**src/rtl/pss_pkg.sv**
```systemverilog
// Shared widths, codes, reset values and a duty saturation helper for the PWM soft-start ramp.
package pss_pkg;

  localparam int DUTY_W    = 7;
  localparam int TIME_W    = 16;
  localparam int DIV_W     = 16;
  localparam int DIV_CNT_W = $clog2(DIV_W);
  localparam int STATUS_W  = 2;
  localparam int CFG_AW    = 4;
  localparam int CFG_DW    = 32;

  localparam logic [7:0] DUTY_FULL_SCALE = 8'd100;

  localparam logic [TIME_W-1:0] RISE_TIME_RST  = 16'd2000;
  localparam logic [TIME_W-1:0] FALL_TIME_RST  = 16'd1000;
  localparam logic [DUTY_W-1:0] START_FLOOR_RST = 7'd11;
  localparam logic              RESTART_RST     = 1'b1;

  localparam logic [STATUS_W-1:0] ST_RAMPING = 2'd0;
  localparam logic [STATUS_W-1:0] ST_SETTLED = 2'd1;
  localparam logic [STATUS_W-1:0] ST_STALLED = 2'd2;

  localparam logic [1:0] REG_RISE_TIME   = 2'd0;
  localparam logic [1:0] REG_FALL_TIME   = 2'd1;
  localparam logic [1:0] REG_START_FLOOR = 2'd2;
  localparam logic [1:0] REG_RESTART     = 2'd3;

  localparam logic [1:0] OP_ARM     = 2'd0;
  localparam logic [1:0] OP_QUOT_UP = 2'd1;
  localparam logic [1:0] OP_QUOT_DN = 2'd2;

  typedef struct packed {
    logic [TIME_W-1:0] rise_time_ms;
    logic [TIME_W-1:0] fall_time_ms;
    logic [DUTY_W-1:0] start_floor;
    logic              restart_on_change;
  } cfg_t;

  function automatic logic [DUTY_W-1:0] sat_duty(input logic [DUTY_W-1:0] v);
    if ({1'b0, v} > DUTY_FULL_SCALE) begin
      return DUTY_FULL_SCALE[DUTY_W-1:0];
    end
    return v;
  endfunction

endpackage

```
**src/rtl/pss_ifs.sv**
```systemverilog
// Valid/ready channel interfaces for the ramp input and result words.
interface pss_in_if;
  import pss_pkg::*;
  logic              valid;
  logic              ready;
  logic [DUTY_W-1:0] target_duty;

  modport source (output valid, output target_duty, input ready);
  modport sink   (input valid, input target_duty, output ready);
endinterface

interface pss_out_if;
  import pss_pkg::*;
  logic                valid;
  logic                ready;
  logic [DUTY_W-1:0]   duty_out;
  logic [STATUS_W-1:0] ramp_status;
  logic                drive_on;

  modport source (output valid, output duty_out, output ramp_status, output drive_on,
                  input ready);
  modport sink   (input valid, input duty_out, input ramp_status, input drive_on,
                  output ready);
endinterface

```
**src/rtl/pss_cfg_regs.sv**
```systemverilog
// APB-style configuration registers of the ramp.
module pss_cfg_regs (
  input  logic                      clk,
  input  logic                      rst_n,
  input  logic                      psel,
  input  logic                      penable,
  input  logic                      pwrite,
  input  logic [pss_pkg::CFG_AW-1:0] paddr,
  input  logic [pss_pkg::CFG_DW-1:0] pwdata,
  output logic [pss_pkg::CFG_DW-1:0] prdata,
  output logic                      pready,
  output pss_pkg::cfg_t             cfg
);
  import pss_pkg::*;

  cfg_t       cfg_r;
  cfg_t       cfg_nxt;
  logic [1:0] reg_idx;
  logic       wr_en;

  assign reg_idx = paddr[3:2];
  assign wr_en   = psel & penable & pwrite;
  assign pready  = 1'b1;
  assign cfg     = cfg_r;

  always_comb begin
    cfg_nxt = cfg_r;
    if (wr_en) begin
      unique case (reg_idx)
        REG_RISE_TIME:   cfg_nxt.rise_time_ms      = pwdata[TIME_W-1:0];
        REG_FALL_TIME:   cfg_nxt.fall_time_ms      = pwdata[TIME_W-1:0];
        REG_START_FLOOR: cfg_nxt.start_floor       = pwdata[DUTY_W-1:0];
        REG_RESTART:     cfg_nxt.restart_on_change = pwdata[0];
      endcase
    end
  end

  always_comb begin
    unique case (reg_idx)
      REG_RISE_TIME:   prdata = {{(CFG_DW-TIME_W){1'b0}}, cfg_r.rise_time_ms};
      REG_FALL_TIME:   prdata = {{(CFG_DW-TIME_W){1'b0}}, cfg_r.fall_time_ms};
      REG_START_FLOOR: prdata = {{(CFG_DW-DUTY_W){1'b0}}, cfg_r.start_floor};
      REG_RESTART:     prdata = {{(CFG_DW-1){1'b0}}, cfg_r.restart_on_change};
    endcase
  end

  always_ff @(posedge clk) begin
    if (!rst_n) begin
      cfg_r.rise_time_ms      <= RISE_TIME_RST;
      cfg_r.fall_time_ms      <= FALL_TIME_RST;
      cfg_r.start_floor       <= START_FLOOR_RST;
      cfg_r.restart_on_change <= RESTART_RST;
    end else begin
      cfg_r <= cfg_nxt;
    end
  end

endmodule

```
**src/rtl/pss_serial_div.sv**
```systemverilog
// Bit-serial restoring divider, one quotient bit per cycle.
module pss_serial_div (
  input  logic                     clk,
  input  logic                     rst_n,
  input  logic                     start,
  input  logic [pss_pkg::DIV_W-1:0] dividend,
  input  logic [pss_pkg::DIV_W-1:0] divisor,
  output logic                     done,
  output logic [pss_pkg::DIV_W-1:0] quotient
);
  import pss_pkg::*;

  logic                 busy_r, busy_nxt;
  logic                 done_r, done_nxt;
  logic [DIV_CNT_W-1:0] cnt_r, cnt_nxt;
  logic [DIV_W-1:0]     rem_r, rem_nxt;
  logic [DIV_W-1:0]     quo_r, quo_nxt;
  logic [DIV_W-1:0]     dsr_r, dsr_nxt;
  logic [DIV_W:0]       rem_shift;
  logic [DIV_W:0]       diff;

  assign rem_shift = {rem_r, quo_r[DIV_W-1]};
  assign diff      = rem_shift - {1'b0, dsr_r};
  assign done      = done_r;
  assign quotient  = quo_r;

  always_comb begin
    busy_nxt = busy_r;
    done_nxt = 1'b0;
    cnt_nxt  = cnt_r;
    rem_nxt  = rem_r;
    quo_nxt  = quo_r;
    dsr_nxt  = dsr_r;
    if (start) begin
      busy_nxt = 1'b1;
      cnt_nxt  = '0;
      rem_nxt  = '0;
      quo_nxt  = dividend;
      dsr_nxt  = divisor;
    end else if (busy_r) begin
      if (!diff[DIV_W]) begin
        rem_nxt = diff[DIV_W-1:0];
        quo_nxt = {quo_r[DIV_W-2:0], 1'b1};
      end else begin
        rem_nxt = rem_shift[DIV_W-1:0];
        quo_nxt = {quo_r[DIV_W-2:0], 1'b0};
      end
      cnt_nxt = cnt_r + 1'b1;
      if (cnt_r == DIV_CNT_W'(DIV_W - 1)) begin
        busy_nxt = 1'b0;
        done_nxt = 1'b1;
      end
    end
  end

  always_ff @(posedge clk) begin
    if (!rst_n) begin
      busy_r <= 1'b0;
      done_r <= 1'b0;
      cnt_r  <= '0;
    end else begin
      busy_r <= busy_nxt;
      done_r <= done_nxt;
      cnt_r  <= cnt_nxt;
    end
  end

  always_ff @(posedge clk) begin
    rem_r <= rem_nxt;
    quo_r <= quo_nxt;
    dsr_r <= dsr_nxt;
  end

endmodule

```
**src/rtl/pwm_soft_start_ramp.sv**
```systemverilog
// PWM duty soft-start ramp: tick sequencer, ramp state and result register.
//
//   channel  dir  handshake        payload
//   in_if    in   valid/ready      target_duty[6:0]
//   out_if   out  valid/ready      duty_out[6:0], ramp_status[1:0], drive_on
//   apb      in   psel/penable     paddr[3:2] selects register, pwdata/prdata 32b
//
// One word at a time: a word is accepted, evaluated and loaded into the output
// register; where a division is needed, evaluation starts the bit-serial divider
// and the output load follows its done. Synchronous active-low reset clears the
// sequencer state, ramp progress and output valid and loads the config registers
// with their reset values. A result waiting in the output register does not block
// the next accept; only the load of the following result waits for out_if.ready.
module pwm_soft_start_ramp (
  input  logic                       clk,
  input  logic                       rst_n,
  pss_in_if.sink                     in_if,
  pss_out_if.source                  out_if,
  input  logic                       psel,
  input  logic                       penable,
  input  logic                       pwrite,
  input  logic [pss_pkg::CFG_AW-1:0] paddr,
  input  logic [pss_pkg::CFG_DW-1:0] pwdata,
  output logic [pss_pkg::CFG_DW-1:0] prdata,
  output logic                       pready
);
  import pss_pkg::*;

  localparam logic [1:0] S_IDLE = 2'd0;
  localparam logic [1:0] S_EVAL = 2'd1;
  localparam logic [1:0] S_DIV  = 2'd2;
  localparam logic [1:0] S_OUT  = 2'd3;

  cfg_t cfg;

  logic [1:0]          state_r, state_nxt;
  logic [DUTY_W-1:0]   t_r, t_nxt;
  logic [1:0]          op_r, op_nxt;
  logic                down_r, down_nxt;
  logic [DUTY_W-1:0]   cur_r, cur_nxt;
  logic [DUTY_W-1:0]   prev_r, prev_nxt;
  logic                rise_r, rise_nxt;
  logic                fall_r, fall_nxt;
  logic [TIME_W-1:0]   interval_r, interval_nxt;
  logic [DUTY_W-1:0]   origin_r, origin_nxt;
  logic [TIME_W-1:0]   ticks_r, ticks_nxt;
  logic                drive_r, drive_nxt;
  logic [STATUS_W-1:0] status_r, status_nxt;
  logic                out_valid_r, out_valid_nxt;
  logic [DUTY_W-1:0]   out_duty_r, out_duty_nxt;
  logic [STATUS_W-1:0] out_status_r, out_status_nxt;
  logic                out_drive_r, out_drive_nxt;

  logic                div_start;
  logic [DIV_W-1:0]    div_dividend;
  logic [DIV_W-1:0]    div_divisor;
  logic                div_done;
  logic [DIV_W-1:0]    div_q;

  logic                restart_hit;
  logic                rise_eff;
  logic                fall_eff;
  logic                up;
  logic [DUTY_W-1:0]   lo;
  logic [TIME_W-1:0]   ticks_inc;
  logic [DIV_W:0]      v_up;

  pss_cfg_regs u_cfg (
    .clk     (clk),
    .rst_n   (rst_n),
    .psel    (psel),
    .penable (penable),
    .pwrite  (pwrite),
    .paddr   (paddr),
    .pwdata  (pwdata),
    .prdata  (prdata),
    .pready  (pready),
    .cfg     (cfg)
  );

  pss_serial_div u_div (
    .clk      (clk),
    .rst_n    (rst_n),
    .start    (div_start),
    .dividend (div_dividend),
    .divisor  (div_divisor),
    .done     (div_done),
    .quotient (div_q)
  );

  assign in_if.ready        = (state_r == S_IDLE);
  assign out_if.valid       = out_valid_r;
  assign out_if.duty_out    = out_duty_r;
  assign out_if.ramp_status = out_status_r;
  assign out_if.drive_on    = out_drive_r;

  assign restart_hit = cfg.restart_on_change & (t_r != prev_r);
  assign rise_eff    = rise_r & ~restart_hit;
  assign fall_eff    = fall_r & ~restart_hit;
  assign up          = (t_r >= cur_r);
  assign lo          = (cur_r == '0) ? sat_duty(cfg.start_floor) : cur_r;
  assign ticks_inc   = (ticks_r == '1) ? ticks_r : ticks_r + 1'b1;
  assign v_up        = {1'b0, div_q} + {{(DIV_W-DUTY_W+1){1'b0}}, origin_r};

  always_comb begin
    state_nxt      = state_r;
    t_nxt          = t_r;
    op_nxt         = op_r;
    down_nxt       = down_r;
    cur_nxt        = cur_r;
    prev_nxt       = prev_r;
    rise_nxt       = rise_r;
    fall_nxt       = fall_r;
    interval_nxt   = interval_r;
    origin_nxt     = origin_r;
    ticks_nxt      = ticks_r;
    drive_nxt      = drive_r;
    status_nxt     = status_r;
    out_valid_nxt  = out_valid_r & ~out_if.ready;
    out_duty_nxt   = out_duty_r;
    out_status_nxt = out_status_r;
    out_drive_nxt  = out_drive_r;
    div_start      = 1'b0;
    div_dividend   = '0;
    div_divisor    = '0;

    unique case (state_r)
      S_IDLE: begin
        if (in_if.valid) begin
          t_nxt     = sat_duty(in_if.target_duty);
          state_nxt = S_EVAL;
        end
      end
      S_EVAL: begin
        prev_nxt  = t_r;
        drive_nxt = drive_r | (t_r != '0);
        down_nxt  = ~up;
        if (up) begin
          fall_nxt = 1'b0;
          if (t_r <= lo) begin
            cur_nxt    = t_r;
            rise_nxt   = 1'b0;
            status_nxt = ST_SETTLED;
            state_nxt  = S_OUT;
          end else if (!rise_eff) begin
            rise_nxt     = 1'b1;
            ticks_nxt    = '0;
            origin_nxt   = lo;
            op_nxt       = OP_ARM;
            div_start    = 1'b1;
            div_dividend = cfg.rise_time_ms;
            div_divisor  = {{(DIV_W-DUTY_W){1'b0}}, t_r - lo};
            state_nxt    = S_DIV;
          end else begin
            ticks_nxt = ticks_inc;
            if (interval_r == '0) begin
              rise_nxt   = 1'b0;
              status_nxt = ST_STALLED;
              state_nxt  = S_OUT;
            end else begin
              op_nxt       = OP_QUOT_UP;
              div_start    = 1'b1;
              div_dividend = ticks_inc;
              div_divisor  = interval_r;
              state_nxt    = S_DIV;
            end
          end
        end else begin
          rise_nxt = 1'b0;
          if (!fall_eff) begin
            fall_nxt     = 1'b1;
            ticks_nxt    = '0;
            origin_nxt   = cur_r;
            op_nxt       = OP_ARM;
            div_start    = 1'b1;
            div_dividend = cfg.fall_time_ms;
            div_divisor  = {{(DIV_W-DUTY_W){1'b0}}, cur_r - t_r};
            state_nxt    = S_DIV;
          end else begin
            ticks_nxt = ticks_inc;
            if (interval_r == '0) begin
              fall_nxt   = 1'b0;
              status_nxt = ST_STALLED;
              if (t_r == '0) begin
                drive_nxt = 1'b0;
              end
              state_nxt = S_OUT;
            end else begin
              op_nxt       = OP_QUOT_DN;
              div_start    = 1'b1;
              div_dividend = ticks_inc;
              div_divisor  = interval_r;
              state_nxt    = S_DIV;
            end
          end
        end
      end
      S_DIV: begin
        if (div_done) begin
          state_nxt = S_OUT;
          case (op_r)
            OP_ARM: begin
              interval_nxt = div_q;
              if (div_q == '0) begin
                rise_nxt   = 1'b0;
                fall_nxt   = 1'b0;
                status_nxt = ST_STALLED;
                if (down_r && (t_r == '0)) begin
                  drive_nxt = 1'b0;
                end
              end else begin
                cur_nxt    = origin_r;
                status_nxt = ST_RAMPING;
              end
            end
            OP_QUOT_UP: begin
              if (v_up >= {{(DIV_W-DUTY_W+1){1'b0}}, t_r}) begin
                cur_nxt    = t_r;
                rise_nxt   = 1'b0;
                status_nxt = ST_SETTLED;
              end else begin
                cur_nxt    = v_up[DUTY_W-1:0];
                status_nxt = ST_RAMPING;
              end
            end
            default: begin
              if ((origin_r <= t_r) ||
                  (div_q >= {{(DIV_W-DUTY_W){1'b0}}, origin_r - t_r})) begin
                cur_nxt    = t_r;
                fall_nxt   = 1'b0;
                status_nxt = ST_SETTLED;
                if (t_r == '0) begin
                  drive_nxt = 1'b0;
                end
              end else begin
                cur_nxt    = origin_r - div_q[DUTY_W-1:0];
                status_nxt = ST_RAMPING;
              end
            end
          endcase
        end
      end
      S_OUT: begin
        if (!out_valid_r || out_if.ready) begin
          out_valid_nxt  = 1'b1;
          out_duty_nxt   = cur_r;
          out_status_nxt = status_r;
          out_drive_nxt  = drive_r;
          state_nxt      = S_IDLE;
        end
      end
    endcase
  end

  always_ff @(posedge clk) begin
    if (!rst_n) begin
      state_r     <= S_IDLE;
      cur_r       <= '0;
      prev_r      <= '0;
      rise_r      <= 1'b0;
      fall_r      <= 1'b0;
      interval_r  <= '0;
      origin_r    <= '0;
      ticks_r     <= '0;
      drive_r     <= 1'b0;
      out_valid_r <= 1'b0;
    end else begin
      state_r     <= state_nxt;
      cur_r       <= cur_nxt;
      prev_r      <= prev_nxt;
      rise_r      <= rise_nxt;
      fall_r      <= fall_nxt;
      interval_r  <= interval_nxt;
      origin_r    <= origin_nxt;
      ticks_r     <= ticks_nxt;
      drive_r     <= drive_nxt;
      out_valid_r <= out_valid_nxt;
    end
  end

  always_ff @(posedge clk) begin
    t_r          <= t_nxt;
    op_r         <= op_nxt;
    down_r       <= down_nxt;
    status_r     <= status_nxt;
    out_duty_r   <= out_duty_nxt;
    out_status_r <= out_status_nxt;
    out_drive_r  <= out_drive_nxt;
  end

endmodule

```
**src/flat_wrapper.sv**
```systemverilog
// flat-port wrapper written by rule: the top's interface ports become plain ports
module pwm_soft_start_ramp_flat import pss_pkg::*;
  (clk, rst_n, psel, penable, pwrite, paddr, pwdata, prdata, pready, in_if_valid, in_if_target_duty, in_if_ready, out_if_valid, out_if_duty_out, out_if_ramp_status, out_if_drive_on, out_if_ready);
  pss_in_if in_if_i ();
  pss_out_if out_if_i ();
  input  logic clk;
  input  logic rst_n;
  input  logic psel;
  input  logic penable;
  input  logic pwrite;
  input  logic [pss_pkg::CFG_AW-1:0] paddr;
  input  logic [pss_pkg::CFG_DW-1:0] pwdata;
  output logic [pss_pkg::CFG_DW-1:0] prdata;
  output logic pready;
  input wire logic [$bits(in_if_i.valid)-1:0] in_if_valid;
  input wire logic [$bits(in_if_i.target_duty)-1:0] in_if_target_duty;
  output wire logic [$bits(in_if_i.ready)-1:0] in_if_ready;
  output wire logic [$bits(out_if_i.valid)-1:0] out_if_valid;
  output wire logic [$bits(out_if_i.duty_out)-1:0] out_if_duty_out;
  output wire logic [$bits(out_if_i.ramp_status)-1:0] out_if_ramp_status;
  output wire logic [$bits(out_if_i.drive_on)-1:0] out_if_drive_on;
  input wire logic [$bits(out_if_i.ready)-1:0] out_if_ready;
  assign in_if_i.valid = in_if_valid;
  assign in_if_i.target_duty = in_if_target_duty;
  assign in_if_ready = in_if_i.ready;
  assign out_if_valid = out_if_i.valid;
  assign out_if_duty_out = out_if_i.duty_out;
  assign out_if_ramp_status = out_if_i.ramp_status;
  assign out_if_drive_on = out_if_i.drive_on;
  assign out_if_i.ready = out_if_ready;
  pwm_soft_start_ramp u_core (.clk(clk), .rst_n(rst_n), .in_if(in_if_i), .out_if(out_if_i), .psel(psel), .penable(penable), .pwrite(pwrite), .paddr(paddr), .pwdata(pwdata), .prdata(prdata), .pready(pready));
endmodule
```
**config.mk**
```make
export PLATFORM = sky130hd
export DESIGN_NAME = pwm_soft_start_ramp_flat
export DESIGN_NICKNAME = d
export VERILOG_FILES = /design/src/rtl/pss_pkg.sv /design/src/rtl/pss_ifs.sv /design/src/rtl/pss_cfg_regs.sv /design/src/rtl/pss_serial_div.sv /design/src/rtl/pwm_soft_start_ramp.sv /design/src/flat_wrapper.sv
export SDC_FILE = /design/constraint.sdc
export NUM_CORES = 1
export LEC_CHECK = 0
export ABC_AREA = 1
export BUFFER_PORTS_ARGS = -buffer_cell sky130_fd_sc_hd__buf_4
export CORE_MARGIN = 2
export CORE_UTILIZATION = 35
export DETAILED_ROUTE_END_ITERATION = 10
export PLACE_DENSITY = 0.57
export REMOVE_ABC_BUFFERS = 1
export SYNTH_ARGS = -nofsm -noshare
export SYNTH_HDL_FRONTEND = slang
export SYNTH_SLANG_ARGS = --single-unit
```
**constraint.sdc**
```tcl
create_clock -name clk -period 7.85 [get_ports clk]
set_input_delay 0.785 -clock clk [delete_from_list [all_inputs] [get_ports clk]]
set_output_delay 0.785 -clock clk [all_outputs]
set_load 0.05 [all_outputs]
```
==> results of run 1 <==
## where the power goes
group	leakage [nW]	switching [mW]	internal, mW	total [mW]
registers	1.49	0.242	1.19	1.43
logic	3.96	1.86	0.918	2.78
clock network	0.293	0.445	0.457	0.902
total	5.74	2.55	2.57	5.12
## metal layers
metal / vias to the layer above / GRT usage, %
li1: 5486 / -
met1: 5008 / 27.8
met2: 343 / 32.4
met3: 44 / 2.85
met4: 0 / 5.49
met5: - / 0
## worst min path at each step
stage          cells past startpoint  slack [ns]                           end
3_5_place_dp                       2        0.47         u_core.interval_r[12]
2_1_floorplan                      0        0.42  u_core.out_if.ramp_status[1]
6_report                           2        0.48         u_core.interval_r[12]
4_1_cts                            2        0.48         u_core.interval_r[12]
3_3_place_gp                       2        0.46         u_core.interval_r[12]
5_1_grt                            1        0.50                 u_core.t_r[6]
## final cells by class
cell class,instances,share of cell area [%]
Tap cell,448,4.31
Inverter,201,5.84
Clock inverter,15,1.31
Timing Repair Buffer,63,3.63
Clock buffer,17,3.27
Multi-Input combinational cell,1214,50.6
Sequential cell,175,31.1
## per-stage QoR
stage                     utilization [%]  cells  setup WS (ns)  hold slack [ns]  instance area, um2
after floorplan                         -   1590           3.91            0.421               11400
after global placement               37.3   2101           2.70            0.462               12400
after detailed placement             37.3   2101           2.64            0.467               12400
after CTS                            39.1   2133           2.62            0.479               13000
after global routing                 39.1   2133           2.17            0.501               13000
final                                39.1   2133           2.62            0.478               13000
## worst reg2reg max path: stages (launching register included)
cell and delay [ns]:
dfxtp_1 0.41, nor2_1 0.14, nand3_1 0.08, nor4_1 0.87
nand3_1 0.27, nand2_1 0.20, inv_1 0.06, ha_1 0.27
nand2_1 0.08, o21ai_2 0.19, nand2_1 0.07, o311ai_1 0.07
nand2_1 0.15, inv_2 0.23, nand2_1 0.12, inv_2 0.14
o21ai_1 0.11, nand2_1 0.11, nand2_2 0.45, nand2_1 0.82
## registers in the layout, indices dropped and copies added (netlist names), 2 cells and up
signal,count
u_core.u_div.dsr_r,16
u_core.prev_r,7
u_core.u_cfg.cfg,40
u_core.cur_r,7
u_core.state_r,2
u_core.ticks_r,16
u_core.u_div.cnt_r,4
u_core.u_div.rem_r,16
u_core.out_if.duty_out,7
u_core.op_r,2
u_core.origin_r,7
u_core.status_r,2
u_core.out_if.ramp_status,2
u_core.u_div.quotient,16
u_core.t_r,7
u_core.interval_r,16
## cells by family (layout without fill, tap and decap cells)
kind of cell    Yosys count  count (layout)  share of synthesized area (%)
other cells               2              17                         0.0639
fa+ha+maj                76              76                           8.47
simple gates            707             707                           26.1
compound gates          360             360                           16.9
flops                   175             175                           34.4
buf+inv                 276             296                           10.1
xor+xnor                 54              54                           4.02
## cells in the mapped netlist, drive strengths merged, types with 3 or more instances
| cell type | n |
|---|---|
| and3 | 4 |
| fa | 6 |
| a21boi | 5 |
| o211ai | 13 |
| clkinv | 5 |
| o21bai | 4 |
| a31oi | 8 |
| nand3b | 7 |
| or2 | 6 |
| nand3 | 99 |
| xnor2 | 18 |
| o22ai | 7 |
| edfxtp | 54 |
| o221ai | 3 |
| xor2 | 36 |
| dfxtp | 121 |
| nor3 | 16 |
| nor2 | 124 |
| a21oi | 158 |
| ha | 70 |
| a22oi | 3 |
| nor4 | 6 |
| clkbuf | 31 |
| nand2 | 411 |
| o21ai | 145 |
| buf | 44 |
| inv | 196 |
| a21o | 4 |
| nand4 | 32 |
==> qor.yml, run 1 <==
status: "finished, final reports clean"
cts_tree: "done"
n_fill_cell: 3552
layout.nets: 1798
p_leak_nw: 5.74
drive_above_1_share_pct: 8.78
cts.hold.buffers_added: 0
avgRoutedWirePerCell_um: 16.3
yosys_most_used_dff: "dfxtp_1"
r2r_start: "u_core.cur_r[2]"
hold_viol_final: 0
post-synth-top-area-fraction_pct: 20.6
route.vias.total: 10900
first_global_vias: 10100
yosysTopAreaCell: "dfxtp_1"
dieArea_um2: 35100
critPathMostFrequentCell: "nand2_1"
dp_hpwl_um: 26100
fp.dieH_um: 187
start_util_pct: 35.3
syn_inst: 1650
crit_start: "u_core.cur_r[2]"
path_depth: 19
io_pins: 95
drtAntennaViolNets: 0
grt_max_degree: 72
powerDensity_nw_per_um2: 393
final_common_cell: "nand2_1"
area_growth_pct: 10.7
synth_cell_types: 58
synth_area_um2: 11800
h-tree-depth: 4
clock-sinks: 175
grt-ovfl-total: 0
hold_path.class: "reg -> reg"
finalSetupViolations: 0
crit_end: "u_core.u_div.quotient[0]"
path_buf_inv: 3
cts_resized: 0
avgSynthCellArea_um2: 7.12
fmaxAchievable_ghz: 0.191
critPathMaxStageDelay_ns: 0.87
cap_violations: 0
routed_wl_um: 34800
fin_crit_sh_pct: 66.6
grtUsageTotal_pct: 20.0
cts_buffers: 17
ys_warn_count: 0
rows: 67
ys_seq_area_share_pct: 34.4
drtPass1Iterations: 7
regArea_um2: 4040
gp_congestion: 0.909
timing.rr.end: "u_core.u_div.quotient[0]"
detailedRoute.firstIterationViolations: 1017
path_class: "reg -> reg"
critPathRequiredTime_ns: 7.93
cts.reportedPaths.clkPinSlew_ns: 0.09
start_kind: "register"
core_area_um2: 33300
maxUsedRoutingLayer: "met4"
numPortBuffers: 59
postCtsSetupRepairBufs: 0
ys_seq_elements: 175
ir_worst_vdd_mv: 0.185
layout_common_cells: "nand2_1 (394), inv_1 (185), a21oi_1 (153)"
multiInputGateArea_um2: 6580
synth_area_leaders: "dfxtp_1 (21%), edfxtp_1 (14%), nand2_1 (13%)"
die_w_um: 187
power_mw: 5.12
crit_chain: "nor2_1 > nand3_1 > nor4_1 > nand3_1 > nand2_1 > inv_1 > ha_1 > nand2_1 > o21ai_2 > nand2_1 > o311ai_1 > nand2_1 > inv_2 > nand2_1 > inv_2 > o21ai_1 > nand2_1 > nand2_2 > nand2_1"
drc_errors: 0
worst_slew_pin_slew_ns: 1.14
wl_met1_um: 16400
worstSetupEndpointType: "register"
rsz0062_at_grt: "false"
cts-root-buf: "clkbuf_16"
grt_first_pass_wirelength_um: 55500
clk_latency_ns: 0.46
critPathMaxFanout: 40
synth_edf_count: 54
antenna_found_initial: 0
tns_ns: 0
cts_buffer_depth: 2
period_needed_ns: 5.23
r2r_slack_ns: 2.62
wl_met3_um: 1960
crit_slowest_cell: "nor4_1"
skew_ns: 0.0174
vias_per_cell: 5.10
crit_family: "simple AND/OR/NAND/NOR gates"
crit_arrival_ns: 5.31
min_from: "u_core.interval_r[12]"
r2r_cells: 19
relSlewSlack_pct: 23.4
wl_met2_um: 15800
slew_violations: 0
insertedDiodeCount: 0
ys_async_sr_fraction_pct: 0
(Power assumes the default switching activity.)
==> run 2, diff against run 1 <==
--- a/config.mk
+++ b/config.mk
@@ -10,7 +10,7 @@
 export CORE_MARGIN = 2
 export CORE_UTILIZATION = 35
 export DETAILED_ROUTE_END_ITERATION = 10
-export PLACE_DENSITY = 0.57
+export PLACE_DENSITY = 0.59
 export REMOVE_ABC_BUFFERS = 1
 export SYNTH_ARGS = -nofsm -noshare
 export SYNTH_HDL_FRONTEND = slang
==> constraint.sdc (replaced) <==
create_clock -name clk -period 4.7 [get_ports clk]
set_input_delay 0.47 -clock clk [delete_from_list [all_inputs] [get_ports clk]]
set_output_delay 0.47 -clock clk [all_outputs]
set_load 0.05 [all_outputs]
==> qor.yml, run 2 (synthesis results as in run 1) <==
core_area_um2: 33300  # unchanged
antenna_found_initial: 0  # unchanged
cts.hold.buffers_added: 0  # unchanged
cts_resized: 0  # unchanged
layout.nets: 1812  # +0.78%
start_util_pct: 35.3  # unchanged
cts.reportedPaths.clkPinSlew_ns: 0.08  # about the same
path_buf_inv: 6  # +3
die_w_um: 187  # unchanged
final_cells: 2147  # +0.66%
rsz0062_at_grt: "false"
io_pins: 95  # unchanged
grt_first_pass_wirelength_um: 54900  # -0.93%
vias_per_cell: 5.13  # +0.50%
avgRoutedWirePerCell_um: 16.1  # -1.3%
dp_hpwl_um: 26100  # -0.14%
cts_buffer_depth: 2  # unchanged
fp.dieH_um: 187  # unchanged
largest_reg_flops: 40  # unchanged
critPathMaxStageDelay_ns: 0.37  # -0.50 ns
detailedRoute.firstIterationViolations: 909  # -11%
worst_slew_pin_slew_ns: 1.11  # -0.0326 ns
cap_violations: 0  # unchanged
drtPass1Iterations: 5  # -2
grt-ovfl-total: 0  # unchanged
finalSetupViolations: 0  # unchanged
n_fill_cell: 3490  # -1.7%
period_needed_ns: 4.22  # -1.01 ns
critPathMostFrequentCell: "nand2_1"
path_class: "reg -> reg"
area_growth_pct: 11.5
insertedDiodeCount: 0  # unchanged
p_leak_nw: 5.78  # +0.60%
first_global_vias: 10100  # +0.66%
rows: 67  # unchanged
tns_ns: 0  # unchanged
critPathMaxFanout: 25  # -38%
drc_errors: 0  # unchanged
drtAntennaViolNets: 0  # unchanged
crit_arrival_ns: 4.42  # -0.89 ns
critPathRequiredTime_ns: 4.90  # -3.03 ns
route.vias.total: 11000  # +1.2%
hold_path.class: "in -> reg"
clk_latency_ns: 0.45  # about the same
fmaxAchievable_ghz: 0.237  # +24%
crit_chain: "inv_1 > nand3_1 > nor4_2 > buf_4 > nand3_1 > nand2_1 > inv_1 > ha_1 > nand2_1 > o21ai_2 > nand2_1 > o311ai_1 > nand2_1 > inv_2 > nand2_1 > inv_2 > o21ai_1 > nand2_1 > nand2_2 > buf_4 > nand2_1 > nand2_1"
crit_slowest_cell: "dfxtp_1"
layout_common_cells: "nand2_1 (394), inv_1 (183), a21oi_1 (153)"
hold_viol_final: 0  # unchanged
status: "finished, final reports clean"
routed_wl_um: 34500  # -0.69%
grt_max_degree: 72  # unchanged
gp_congestion: 0.917  # +0.95%
postLayoutCoreUtil_pct: 39.4  # +0.29 points
worstSetupEndpointType: "register"
ir_worst_vdd_mv: 0.318  # +72%
dieArea_um2: 35100  # unchanged
relSlewSlack_pct: 25.8  # +2.4 points
place_inst: 2115  # +0.67%
postCtsSetupRepairBufs: 0  # unchanged
numPortBuffers: 59  # unchanged
skew_ns: 0.0209  # +0.00346 ns
finalInstanceArea_um2: 13100  # +0.74%
cts_buffers: 17  # unchanged
drive_above_1_share_pct: 9.59  # +0.81 points
clock-sinks: 175  # unchanged
h-tree-depth: 4  # unchanged
fin_crit_sh_pct: 89.8  # +23 points
powerDensity_nw_per_um2: 659  # +68%
crit_family: "simple AND/OR/NAND/NOR gates"
cts-root-buf: "clkbuf_16"
placed_area_um2: 12500  # +0.85%
grtUsageTotal_pct: 19.7  # -0.34 points
start_kind: "register"
final_common_cell: "nand2_1"
cts_tree: "done"
slew_violations: 0  # unchanged
-- run 2: cell count changes in the layout (fill, tap and decap cells not counted) --
cell	delta
buf_4	+14
clkbuf_1	+2
clkinv_8	-1
inv_1	-2
nor4_1	-1
inv_8	-5
clkbuf_8	+1
clkinvlp_4	+3
clkinv_2	-1
clkinv_4	+2
nor4_2	+1
inv_6	+1
-- run 2: metrics by stage --
stage | setup WS [ns] | total power [mW] | hold WS (ns)
2_1_floorplan | 0.756 | 5.69 | 0.421
3_3_place_gp | 0.316 | 7.07 | 0.457
3_5_place_dp | 0.304 | 7.14 | 0.451
4_1_cts | 0.264 | 8.60 | 0.182
5_1_grt | 0.0222 | 9.32 | 0.187
6_report | 0.480 | 8.64 | 0.198
-- run 2: report_power, final --
group	leakage [nW]	switching, mW	internal [mW]
logic	4.01	3.25	1.61
registers	1.49	0.355	1.99
clock network	0.274	0.684	0.759
-- run 2: path summary, 6_finish.rpt --
check,start,to,slack (ns),cells after the start
setup / recovery,u_core.cur_r[1],u_core.u_div.quotient[0],0.48,22
hold reg to reg,u_core.cur_r[0],u_core.out_if.duty_out[0],0.47,0
hold / removal,in_if_target_duty[5],u_core.t_r[5],0.20,1
setup reg to reg,u_core.cur_r[1],u_core.u_div.quotient[0],0.48,22
-- run 2: layout make-up --
type,count,area (um2),area share (%)
sequential,175,4040,30.8
timing repair buffer,77,578,4.41
multi-input combinational,1214,6590,50.3
inverter,201,767,5.85
tap,448,561,4.28
clock inverter,12,126,0.964
clock buffer,20,447,3.41
-- run 2: layer usage --
metal	GRT usage, %	vias up	wire [um]
met4	5.19	0	584
li1	-	5517	-
met2	32.0	347	15700
met3	2.35	38	1800
met5	0	-	0
met1	27.7	5105	16500
==> run 3, diff against run 2 <==
--- a/config.mk
+++ b/config.mk
@@ -9,6 +9,7 @@
 export BUFFER_PORTS_ARGS = -buffer_cell sky130_fd_sc_hd__buf_4
 export CORE_MARGIN = 2
 export CORE_UTILIZATION = 35
+export CTS_BUF_LIST = sky130_fd_sc_hd__clkbuf_4
 export DETAILED_ROUTE_END_ITERATION = 10
 export PLACE_DENSITY = 0.59
 export REMOVE_ABC_BUFFERS = 1
==> qor.yml, run 3 (synthesis results as in run 1) <==
status: "finished, final reports clean"
layout_common_cells: "nand2_1 (394), inv_1 (183), a21oi_1 (153)"
detailedRoute.firstIterationViolations: 847  # -6.8%
ir_worst_vdd_mv: 0.239  # -25%
final_cells: 2150  # +0.14%
worst_slew_pin_slew_ns: 1.10  # -0.00939 ns
vias_per_cell: 5.09  # -0.80%
period_needed_ns: 4.24  # +0.0166 ns
cts_buffers: 17  # unchanged
start_kind: "register"
hold_viol_final: 0  # unchanged
hold_slack_ns: 0.0611  # -0.137 ns
grt_first_pass_wirelength_um: 54600  # -0.62%
cts.reportedPaths.clkPinSlew_ns: 0.19  # +0.11 ns
n_fill_cell: 3522  # +0.92%
cts-root-buf: "clkbuf_4"
gp_congestion: 0.917  # unchanged
crit_family: "simple AND/OR/NAND/NOR gates"
first_global_vias: 10100  # -0.24%
largest_reg_flops: 40  # unchanged
dieArea_um2: 35100  # unchanged
clock-sinks: 175  # unchanged
crit_chain: "inv_1 > nand3_1 > nor4_4 > buf_4 > nand3_1 > nand2_1 > inv_1 > ha_1 > nand2_1 > o21ai_2 > nand2_1 > o311ai_1 > nand2_1 > inv_2 > nand2_1 > inv_2 > o21ai_1 > nand2_1 > nand2_2 > buf_4 > nand2_1 > nand2_1"
crit_slowest_cell: "dfxtp_1"
crit_arrival_ns: 4.63  # +0.21 ns
place_inst: 2115  # unchanged
routed_wl_um: 34600  # about the same
cap_violations: 0  # unchanged
grt-ovfl-total: 0  # unchanged
critPathMostFrequentCell: "nand2_1"
route.vias.total: 10900  # -0.66%
critPathRequiredTime_ns: 5.09  # +0.19 ns
grt_max_degree: 72  # unchanged
antenna_found_initial: 1  # +1
fin_crit_sh_pct: 90.1  # +0.35 points
final_common_cell: "nand2_1"
postLayoutCoreUtil_pct: 38.6  # -0.81 points
postCtsSetupRepairBufs: 0  # unchanged
rows: 67  # unchanged
cts_buffer_depth: 2  # unchanged
placed_area_um2: 12500  # unchanged
skew_ns: 0.0546  # +0.0337 ns
post-place-ws_ns: 0.304  # unchanged
grtUsageTotal_pct: 19.6  # -0.065 points
tns_ns: 0  # unchanged
finalInstanceArea_um2: 12800  # -2.1%
power_mw: 8.11  # -6.2%
avgRoutedWirePerCell_um: 16.1  # about the same
drc_errors: 0  # unchanged
fmaxAchievable_ghz: 0.236  # -0.39%
critPathMaxStageDelay_ns: 0.40  # +0.03 ns
path_buf_inv: 6  # unchanged
drtAntennaViolNets: 0  # unchanged
area_growth_pct: 9.25
drtPass1Iterations: 5  # unchanged
layout.nets: 1814  # +0.11%
powerDensity_nw_per_um2: 631  # -4.2%
clk_latency_ns: 0.64  # +0.19 ns
finalSetupViolations: 0  # unchanged
relSlewSlack_pct: 26.5  # +0.63 points
layout_setup_ws_ns: 0.464  # -0.0166 ns
path_class: "reg -> reg"
critPathMaxFanout: 25  # unchanged
core_area_um2: 33300  # unchanged
cts_tree: "done"
io_pins: 95  # unchanged
worstSetupEndpointType: "register"
slew_violations: 0  # unchanged
h-tree-depth: 4  # unchanged
dp_hpwl_um: 26100  # unchanged
drive_above_1_share_pct: 9.64  # +0.048 points
die_w_um: 187  # unchanged
rsz0062_at_grt: "false"
p_leak_nw: 5.66  # -2.0%
fp.dieH_um: 187  # unchanged
hold_path.class: "in -> reg"
numPortBuffers: 59  # unchanged
start_util_pct: 35.3  # unchanged
[run 3: cell count changes in the layout (fill, tap and decap cells not counted)]
cell	delta
nor4_4	+1
clkinv_1	+1
dlygate4sd3_1	+2
nor4_2	-1
clkbuf_1	-2
clkbuf_8	-1
clkbuf_4	+19
diode_2	+1
clkbuf_16	-17
[run 3: report_power, final]
part	internal, mW	switching (mW)	leakage [nW]
Combinational	1.61	3.25	4.03
Clock	0.286	0.614	0.144
Sequential	1.99	0.356	1.49
Total	3.89	4.22	5.66
[run 3: cell type report]
class	instances	area, um2	share of cell area [%]
inverters	201	767	5.97
multi-input cells	1214	6600	51.4
well taps	448	561	4.36
diodes	1	2.50	0.0195
flip-flops and latches	175	4040	31.5
repair buffers	79	598	4.66
clock buffers	19	143	1.11
clock inverters	13	130	1.01
[run 3: worst paths after layout]
kind	slack, ns	end	cells after the start	from
max	0.46	u_core.u_div.quotient[0]	22	u_core.cur_r[1]
max reg2reg	0.46	u_core.u_div.quotient[0]	22	u_core.cur_r[1]
min	0.06	u_core.u_cfg.cfg[34]	3	pwdata[10]
min reg2reg	0.48	u_core.interval_r[13]	2	u_core.interval_r[13]
[run 3: worst min-delay path, cell delays in order]
cell,delay (ns)
buf_4,0.08
nand2_1,0.04
nand3_1,0.07
[run 3: routing by layer]
| metal | global-route usage, % | vias to the layer above | part of all wire [%] |
|---|---|---|---|
| li1 | - | 5519 | - |
| met1 | 27.3 | 5085 | 48 |
| met2 | 31.6 | 294 | 45 |
| met3 | 3.13 | 36 | 5.7 |
| met4 | 5.16 | 0 | 1.8 |
| met5 | 0 | - | 0 |
[run 3: timing repair]
action                                 in CTS  in global routing
resized for setup                           0                  4
hold buffers                                2                  0
setup endpoints to repair                   0                 65
endpoints found under the hold margin       2                  0
